--- config.mk ---
export PLATFORM = sky130hd
export DESIGN_NAME = pgpg_queue
export DESIGN_NICKNAME = d
export VERILOG_FILES = /design/src/hdl/pgpg_pkg.sv /design/src/hdl/pgpg_queue.sv
export SDC_FILE = /design/constraint.sdc
export NUM_CORES = 1
export LEC_CHECK = 0
export BUFFER_PORTS_ARGS = -buffer_cell sky130_fd_sc_hd__buf_2
export CAP_MARGIN = 20
export CORE_UTILIZATION = 51
export CTS_BUF_LIST = sky130_fd_sc_hd__clkbuf_8 sky130_fd_sc_hd__clkbuf_16
export DETAILED_ROUTE_END_ITERATION = 10
export PLACE_DENSITY = 0.75
export SYNTH_ARGS = -nofsm -noshare
export SYNTH_HDL_FRONTEND = slang
export SYNTH_SLANG_ARGS = --single-unit
--- constraint.sdc ---
create_clock -name clk -period 5.5 [get_ports clk]
set_clock_uncertainty 0.1 [all_clocks]
set_input_delay 0 -clock clk [delete_from_list [all_inputs] [get_ports clk]]
set_output_delay 0 -clock clk [all_outputs]
set_load 0.01 [all_outputs]
--- src/hdl/pgpg_pkg.sv ---
// Shared types, constants and multiply helpers for the polar Gaussian pair generator.
package pgpg_pkg;

  localparam int DEF_INPUT_BITS  = 32;
  localparam int DEF_OUTPUT_BITS = 32;
  localparam int LOG_FRAC        = 56;
  localparam int ROOT_FRAC       = 28;
  localparam int NORM_STEPS      = 6;
  localparam int DIV_STEPS       = 64;
  localparam int ROOT_STEPS      = 32;
  localparam int QUEUE_DEPTH     = 4;
  localparam logic [63:0] LN2_Q64 = 64'hB17217F7D1CF79AB;

  typedef struct packed {
    logic [63:0] ll;
    logic [63:0] lh;
    logic [63:0] hl;
    logic [63:0] hh;
  } mulpp_t;

  // classified request handed from the front end to the back end
  typedef struct packed {
    logic [63:0] sq_a;
    logic [63:0] sq_b;
    logic [63:0] sum;
    logic        neg_a;
    logic        neg_b;
    logic        zero;
  } item_t;

  function automatic mulpp_t mul_parts(input logic [63:0] a, input logic [63:0] b);
    mulpp_t r;
    r.ll = a[31:0]  * b[31:0];
    r.lh = a[31:0]  * b[63:32];
    r.hl = a[63:32] * b[31:0];
    r.hh = a[63:32] * b[63:32];
    return r;
  endfunction

  // exact high half of the 128-bit product
  function automatic logic [63:0] mul_hi_sum(input mulpp_t p);
    logic [127:0] acc;
    acc = {p.hh, p.ll} + {32'd0, p.lh, 32'd0} + {32'd0, p.hl, 32'd0};
    return acc[127:64];
  endfunction

endpackage

--- src/hdl/pgpg_queue.sv ---
// Short request queue between front end and back end.
module pgpg_queue import pgpg_pkg::*; (
  input  logic  clk,
  input  logic  rst,
  input  logic  push,
  input  item_t push_item,
  output logic  full,
  input  logic  pop,
  output logic  empty,
  output item_t head
);

  localparam int PW = $clog2(QUEUE_DEPTH);
  localparam int CW = $clog2(QUEUE_DEPTH + 1);

  item_t         slots [QUEUE_DEPTH];
  logic [PW-1:0] wp, rp;
  logic [CW-1:0] count;

  assign full  = (count == CW'(QUEUE_DEPTH));
  assign empty = (count == '0);
  assign head  = slots[rp];

  always_ff @(posedge clk) begin
    if (rst) begin
      wp    <= '0;
      rp    <= '0;
      count <= '0;
    end else begin
      if (push) begin
        wp <= (wp == PW'(QUEUE_DEPTH - 1)) ? '0 : wp + 1'b1;
      end
      if (pop) begin
        rp <= (rp == PW'(QUEUE_DEPTH - 1)) ? '0 : rp + 1'b1;
      end
      if (push && !pop) begin
        count <= count + 1'b1;
      end else if (pop && !push) begin
        count <= count - 1'b1;
      end
    end
  end

  always_ff @(posedge clk) begin
    if (push) begin
      slots[wp] <= push_item;
    end
  end

endmodule

==> metrics.txt <==
dpl cell area 0.0314 mm2; Multi-input gate area 0.00465 mm2; status complete, no violations; min-delay worst type in2reg; global route overflow 0; hold path cells 2; nets@finish 1951; Post-route DRC 0; critical path type reg2out; peak supply drop 0.000307 V; Die Span Y 239 um; clock tree from TritonCTS done; Period Utilization, post-route 55.7%; CP peak stage delay 850 ps; Worst Path Max Fanout 83; post-detail-place hpwl 32100 um; Layout area overhead 26.9%; Synth cell types 18; Tot GR Track Use 21.1%; FF-to-FF path depth 4; final setup fails 0; final wirelength 60000 um; Iteration-0 DRC Markers 922; Final Total Pwr 13400 uW; worst slew pin tran 876 ps; #FFs+latches synth 789; I/O pins 396; Crit Reg-Reg Endpoint slots[1][133]; die area 0.0570 mm2; # Post-CTS Setup Buffers 0; HP Start push_item[95]; CTS Buffer Depth 3; RR Startpoint wp[1]; Worst-Skew Late Latency 610 ps; YS warnings 0; Design Area, Final 0.0363 mm2; Hold Crit Endpoint slots[3][95]; largest net degree at the start of global routing 111; fin crit period 3070 ps; slowest stage cell, crit path dfxtp_4; vias post-DR 13945; Slew headroom 41.6%; GPL Wtd Cong 0.750; first-pass GRT wire length 89200 um; Max Fclk 0.326 GHz; Pre-antenna DRT Iters 5; critical path, cell by cell buf_12 -> mux4_2 -> buf_2; max cap viols 0; leak pwr 0.0124 uW; Die X 239 um; Mapped Area 0.0286 mm2; Num Clock Sinks 789; row count 86; number of global-route vias before repair 14929; critical path endpoint category output port; critical path data arrival time 2970 ps; PD cells 369 mW/mm2; Final Max Tran Viols 0; final hold viol count 0; Worst-path clk slew 60 ps; total CTS buffers 79; Worst Path Required 5400 ps; Initial Util 51.8%; Core Area 0.0552 mm2; number of fill cells 3441; Cells after Synth 1063; Post-CTS Resized 0; antenna violations before repair 3; drt wl/cell 23.5 um; RSZ-0062 raised after global routing false; Seq/Total Area, Yosys 82.6%; setup_tns 0 ps; syn avg cell area 26.9 um2; vias per cell 5.45; share of layout cells above drive strength 1 39.7%; FF-to-FF setup slack 2950 ps; Worst setup SP type register; H-tree depth 3; antenna-violating nets left 0; Post-Syn Nets 1269; I/O Buffers 395; clock root buffer clkbuf_16; Reg area 0.0236 mm2
## how the worst max path moves through the flow
stage | cells past startpoint | endpoint
finish | 3 | head[188]
global route | 3 | head[145]
CTS | 3 | head[109]
detailed placement | 3 | head[109]
global placement | 3 | head[36]
floorplan | 2 | slots[3][0]
## state kept, by name (all words and copies together), names as in the netlist, named ones only
register,count
count,3
rp,2
slots,780
wp,2
## placed cells by master, fill, tap and decap left out, types with 7 or more instances in the layout
cell / n
clkinv_2: 12
buf_12: 8
clkinv_1: 23
mux4_2: 195
clkbuf_16: 79
dlygate4sd3_1: 236
edfxtp_1: 780
inv_1: 17
buf_2: 395
dfxtp_1: 7
nor2_1: 7
## Yosys cell counts, drive strengths merged
master	count	area, um2
clkbuf	5	18.8
a21oi	2	10.0
or3	1	6.26
edfxtp	780	23400
xor2	2	17.5
buf	39	308
nor2	7	26.3
nor3	1	5.00
dfxtp	9	180
ha	6	75.1
mux2i	4	40.0
mux4	195	4390
and2	4	25.0
o21ai	1	5.00
nor3b	2	15.0
fa	1	20.0
inv	4	15.0
## through the flow
| stage | utilization (%) | worst slack [ps] | cells | hold slack (ps) |
|---|---|---|---|---|
| after detailed placement | 56.9 | 3000 | 2176 | 115 |
| after global routing | 65.7 | 2190 | 2557 | 14.3 |
| after CTS | 65.7 | 2310 | 2555 | 0.0794 |
| after floorplan | - | 2020 | 1063 | -30.9 |
| after global placement | 56.9 | 2990 | 2176 | 110 |
| final | 65.7 | 2430 | 2558 | 36.5 |
## metal layers
metal	up-vias	GRT usage, %	share of wire [%]
met4	2	7.65	3.2
met5	-	0	0.017
met2	540	35.4	52
met3	121	5.80	7.2
li1	5997	-	-
met1	7285	26.5	37
## where the power goes
| part | leakage, uW | total, uW | switching [uW] | internal, uW |
|---|---|---|---|---|
| Sequential | 0.00724 | 6990 | 90.0 | 6900 |
| Clock | 0.00127 | 5170 | 2240 | 2930 |
| Combinational | 0.00384 | 1230 | 639 | 589 |
| Total | 0.0124 | 13400 | 2970 | 10400 |
## cell type report
cell class	instances	share of cell area, %
clock buffer	79	5.45
timing repair buffer	645	12.5
clock inverter	64	1.48
tap	748	2.58
multi-input combinational	226	12.8
inverter	4	0.0414
sequential	789	65.1
antenna	3	0.0207
## cell families (layout without fill, tap and decap cells)
group / count (synthesis) / after routing / synth area share (%)
other: 0 / 3 / 0
buffers and inverters: 48 / 792 / 1.20
adders and majority gates: 7 / 7 / 0.333
DFF: 789 / 789 / 82.6
AOI/OAI and AO/OA: 3 / 3 / 0.0525
xor gates and xnor gates: 2 / 2 / 0.0613
and+or+nand+nor: 15 / 15 / 0.271
muxes: 199 / 199 / 15.5
## critical path, delay by kind of cell, from the launching register on
| kind | cells | cell delay (ps) |
|---|---|---|
| flops | 1 | 850 |
| buf+inv | 2 | 690 |
| mux | 1 | 620 |
## timing repair
item / 4_1_cts / 5_1_grt
hold buffers: 236 / 0
endpoints found under the hold margin: 816 / 0
setup endpoints to repair: 0 / 0
(Power assumes the default switching activity.)
