$ cat src/hdl/pgpg_pkg.sv
// Shared types, constants and multiply helpers for the polar Gaussian pair generator.
package pgpg_pkg;

  localparam int DEF_INPUT_BITS  = 32;
  localparam int DEF_OUTPUT_BITS = 32;
  localparam int LOG_FRAC        = 56;
  localparam int ROOT_FRAC       = 28;
  localparam int NORM_STEPS      = 6;
  localparam int DIV_STEPS       = 64;
  localparam int ROOT_STEPS      = 32;
  localparam int QUEUE_DEPTH     = 4;
  localparam logic [63:0] LN2_Q64 = 64'hB17217F7D1CF79AB;

  typedef struct packed {
    logic [63:0] ll;
    logic [63:0] lh;
    logic [63:0] hl;
    logic [63:0] hh;
  } mulpp_t;

  // classified request handed from the front end to the back end
  typedef struct packed {
    logic [63:0] sq_a;
    logic [63:0] sq_b;
    logic [63:0] sum;
    logic        neg_a;
    logic        neg_b;
    logic        zero;
  } item_t;

  function automatic mulpp_t mul_parts(input logic [63:0] a, input logic [63:0] b);
    mulpp_t r;
    r.ll = a[31:0]  * b[31:0];
    r.lh = a[31:0]  * b[63:32];
    r.hl = a[63:32] * b[31:0];
    r.hh = a[63:32] * b[63:32];
    return r;
  endfunction

  // exact high half of the 128-bit product
  function automatic logic [63:0] mul_hi_sum(input mulpp_t p);
    logic [127:0] acc;
    acc = {p.hh, p.ll} + {32'd0, p.lh, 32'd0} + {32'd0, p.hl, 32'd0};
    return acc[127:64];
  endfunction

endpackage

$ cat src/hdl/pgpg_front.sv
// Front end: centers the uniforms, squares them and drops rejected pairs.
module pgpg_front import pgpg_pkg::*; #(
  parameter int INPUT_BITS = DEF_INPUT_BITS
) (
  input  logic                  clk,
  input  logic                  rst,
  input  logic                  in_valid,
  output logic                  in_ready,
  input  logic [INPUT_BITS-1:0] uniform_a,
  input  logic [INPUT_BITS-1:0] uniform_b,
  input  logic                  q_full,
  output logic                  push,
  output item_t                 push_item
);

  localparam logic [32:0] ONE_Q32 = 33'h1_0000_0000;

  logic [31:0] ua, ub;
  logic [32:0] ca, cb;
  logic        na, nb;

  logic        v1;
  logic        big_a, big_b, neg_a, neg_b;
  logic [31:0] lo_a, lo_b;
  logic [63:0] sq_a, sq_b;

  logic [64:0] sum;
  logic        keep, zero;

  assign in_ready = !(v1 && q_full);

  always_comb begin
    ua = 32'(uniform_a) << (32 - INPUT_BITS);
    ub = 32'(uniform_b) << (32 - INPUT_BITS);
    na = !ua[31];
    nb = !ub[31];
    ca = ua[31] ? {1'b0, ua[30:0], 1'b0} : ONE_Q32 - {1'b0, ua[30:0], 1'b0};
    cb = ub[31] ? {1'b0, ub[30:0], 1'b0} : ONE_Q32 - {1'b0, ub[30:0], 1'b0};
  end

  always_ff @(posedge clk) begin
    if (rst) begin
      v1 <= 1'b0;
    end else if (in_ready) begin
      v1 <= in_valid;
    end
  end

  always_ff @(posedge clk) begin
    if (in_ready) begin
      big_a <= ca[32];
      big_b <= cb[32];
      lo_a  <= ca[31:0];
      lo_b  <= cb[31:0];
      neg_a <= na;
      neg_b <= nb;
      sq_a  <= ca[31:0] * ca[31:0];
      sq_b  <= cb[31:0] * cb[31:0];
    end
  end

  always_comb begin
    sum = {1'b0, sq_a} + {1'b0, sq_b};
    if (big_a || big_b) begin
      // one variate at full scale: only W exactly one survives
      keep = big_a ? (!big_b && lo_b == '0) : (lo_a == '0);
      zero = 1'b1;
    end else if (sum[64]) begin
      keep = (sum[63:0] == '0);
      zero = 1'b1;
    end else begin
      keep = (sum[63:0] != '0);
      zero = 1'b0;
    end
  end

  assign push = v1 && keep && !q_full;

  always_comb begin
    push_item.sq_a  = sq_a;
    push_item.sq_b  = sq_b;
    push_item.sum   = sum[63:0];
    push_item.neg_a = neg_a;
    push_item.neg_b = neg_b;
    push_item.zero  = zero;
  end

endmodule

$ cat config.mk
export PLATFORM = sky130hd
export DESIGN_NAME = pgpg_front
export DESIGN_NICKNAME = d
export VERILOG_FILES = /design/src/hdl/pgpg_pkg.sv /design/src/hdl/pgpg_front.sv
export SDC_FILE = /design/constraint.sdc
export NUM_CORES = 2
export LEC_CHECK = 0
export BUFFER_PORTS_ARGS = -buffer_cell sky130_fd_sc_hd__buf_2
export CAP_MARGIN = 0
export CORE_ASPECT_RATIO = 1.25
export CORE_MARGIN = 10
export CORE_UTILIZATION = 50
export DETAILED_ROUTE_END_ITERATION = 8
export GPL_ROUTABILITY_DRIVEN = 0
export PLACE_DENSITY_LB_ADDON = 0.08
export SYNTH_ARGS = -nofsm -noshare
export SYNTH_HDL_FRONTEND = slang
export SYNTH_SLANG_ARGS = --single-unit
$ cat constraint.sdc
create_clock -name clk -period 12.45 [get_ports clk]
set_input_delay 0 -clock clk [delete_from_list [all_inputs] [get_ports clk]]
set_output_delay 0 -clock clk [all_outputs]
set_load 0.05 [all_outputs]
==> metrics.md <==
| Metric | Value |
|---|---|
| Slowest cell on the critical path | `nor3_1` |
| Post-cts resize count | `0` |
| Outcome | `finished clean` |
| Most common cell after layout, fill and taps aside | `inv_1` |
| Vias in the first global route | `53950` |
| Achievable Freq | `86.20 MHz` |
| Setup Buffers After CTS | `0` |
| First-pass GRT wire length | `330.6 mm` |
| TritonCTS clock tree | `built` |
| CP max FO | `15` |
| Worst Tran Pin Value | `1.356 ns` |
| Commonest cells after routing, fill and taps aside | `inv_1 (2093), fa_1 (1489), ha_1 (655)` |
| Initial antenna violation count | `23` |
| Ys async rst share | `0%` |
| FF+latch count, synth | `187` |
| Die Ht | `424.5 um` |
| ANT nets after route | `0` |
| Slowest Stage Delay on Critical Path | `0.76 ns` |
| Post-route clock period utilization | `93.19%` |
| Clock-pin slew on the worst setup and hold paths | `0.09 ns` |
| Setup Viol. Count Final | `0` |
| Average size of a mapped cell | `9.198 sq um` |
| Drt wl/cell | `24.43 um` |
| Fraction of layout cells with a size suffix above 1 | `6.197%` |
| Final Hold Fails | `0` |
| HPWL Detailed | `184.0 mm` |
| Worst skew pair latency | `0.56 ns` |
| Die area | `0.1459 sq mm` |
| Vias/cell | `5.471` |
| Global route overflow | `0` |
| CP arrival | `11.89 ns` |
| Vias post-DR | `49460` |
| Crit. End Element | `flop` |
| Setup CP Type | `input port to flop` |
| Core region area | `0.1302 sq mm` |
| Clk sinks | `187` |
| Fin crit period | `11.60 ns` |
| PortBufs | `256` |
| Nets | `9509` |
| Hold crit path type | `input port to flop` |
| CTS buffer count | `17` |
| Post-synth EDFFs | `186` |
| Pin count of the biggest net entering global routing | `66` |
| Initial Util | `50.29%` |
| Post-CTS Hold Fix Bufs | `12` |
| Chip Width | `343.6 um` |
| P&R area growth vs syn | `6.762%` |
| Residual DRC | `0` |
| DRT Pass-1 Iters | `8` |
| Post-synthesis compound-gate area fraction | `6.409%` |
| Std-Cell Rows | `148` |
| Data required, critical path | `12.74 ns` |
| Synth cell types | `77` |
| Synth Area in Simple Gates | `9.731%` |
| I/O pin count | `265` |
| Ys Warns | `0` |
| Xor/xnor share of the synthesized area | `3.586%` |
| Slew margin rel. | `9.490%` |
| Root Buffer | `clkbuf_16` |
| Post-synthesis adder-cell area fraction | `58.05%` |
| Cell area after synthesis | `0.06546 sq mm` |
| Sequential-to-total area share from yosys stat | `8.563%` |
| Combinational family with the most area after synthesis | `adder cells` |
| Total GRT Usage | `30.75%` |
| RSZ-0062 raised after global routing | `no` |
| Setup TNS | `0 ns` |
| Max-cap violations | `0` |
| H-tree Lvls | `4` |
| Post-Route WL | `220.8 mm` |
| Startpoint Class | `input port` |
| Cells after Synth | `7117` |
| Fin Clk Skew | `0.04081 ns` |
| Max-slew violation count | `0` |
| Clk buf depth | `2` |
| Initial DRC count | `3816` |
| Mux cell area share after synthesis | `0.08219%` |
| Ys flop type | `edfxtp_1` |
==> metal layers <==
| metal | vias to the layer above | routed length (um) | track usage [%] | share of wire, % |
|---|---|---|---|---|
| li1 | 21570 | - | - | - |
| met1 | 24970 | 79280 | 36.39 | 36 |
| met2 | 2272 | 105500 | 50.99 | 48 |
| met3 | 623 | 21520 | 7.936 | 9.7 |
| met4 | 24 | 14440 | 16.49 | 6.5 |
| met5 | - | 146 | 0 | 0.066 |
==> through the flow <==
step | cells | hold WS (ns) | worst slack [ns] | cell area [sq um] | utilization [%]
5_1_grt | 9036 | 0.03238 | 0.3011 | 69880 | 53.68
3_3_place_gp | 8991 | 0.1588 | 1.078 | 69100 | 53.08
6_report | 9041 | 0.05729 | 0.8484 | 69890 | 53.69
2_1_floorplan | 7125 | 0.07238 | 2.463 | 65490 | -
3_5_place_dp | 8991 | 0.1656 | 0.8602 | 69100 | 53.08
4_1_cts | 9035 | 0.002015 | 1.019 | 69870 | 53.68
==> cell families after synthesis <==
logic type / count (synthesis)
flops: 187
buf+inv: 2346
mux: 5
compound gates: 666
fa+ha+maj: 2144
simple gates: 1500
xor+xnor: 268
other cells: 1
==> area by class of cell <==
cell class / count / area, sq um
Antenna cell: 6 / 15.01
Multi-Input combinational cell: 4592 / 51250
Sequential cell: 187 / 5605
Inverter: 2118 / 7950
Clock inverter: 15 / 234.0
Tap cell: 1725 / 2158
Clock buffer: 17 / 425.4
Fill cell: 12150 / 60290
Timing Repair Buffer: 381 / 2250
==> worst max-delay path, delay by kind of cell <==
kind	cells	cell delay, ns
simple gates	8	2.86
fa+ha+maj	9	4.23
xor+xnor	2	0.27
compound gates	11	2.57
buf+inv	10	1.95
==> cells in the mapped netlist, types with 6 or more instances <==
library cell,n,share of area [%]
a2111oi_0,7,0.094
a211oi_1,15,0.17
a21o_1,113,1.3
a21oi_1,231,1.8
a221oi_1,6,0.080
a31o_2,6,0.080
a31oi_1,24,0.23
and2_1,14,0.13
and3_1,15,0.14
and4_1,11,0.15
buf_2,8,0.061
buf_4,18,0.21
clkbuf_1,197,1.1
clkinv_1,23,0.13
edfxtp_1,186,8.5
fa_1,1489,46
ha_1,655,13
inv_1,2093,12
nand2_1,583,3.3
nand2b_1,22,0.21
nand3_1,31,0.24
nand4_1,57,0.54
nor2_1,635,3.6
nor2b_1,17,0.16
nor3_1,38,0.29
nor4_1,33,0.32
o211ai_1,8,0.092
o21a_1,30,0.34
o21ai_0,115,0.88
o21bai_1,38,0.44
o22ai_1,6,0.057
o31ai_1,14,0.16
or3_1,8,0.076
or4_1,12,0.14
xnor2_1,177,2.4
xor2_1,91,1.2
==> final timing paths <==
path | to | start | cells after the start | slack [ns]
setup / recovery | sq_b[50] | uniform_b[0] | 40 | 0.85
hold / removal | lo_a[4] | uniform_a[3] | 3 | 0.06
setup reg to reg | sq_b[21] | v1 | 3 | 9.94
hold reg to reg | big_a | v1 | 1 | 0.81
==> sequential cells by signal, indices dropped and copies added, names as in the netlist <==
| signal | count |
|---|---|
| big_b | 1 |
| lo_a | 30 |
| neg_a | 1 |
| sq_b | 61 |
| big_a | 1 |
| neg_b | 1 |
| sq_a | 61 |
| lo_b | 30 |
| v1 | 1 |
Power is not shown: default switching activity piles up to over one toggle a cycle in this logic, so the estimate is an artifact.
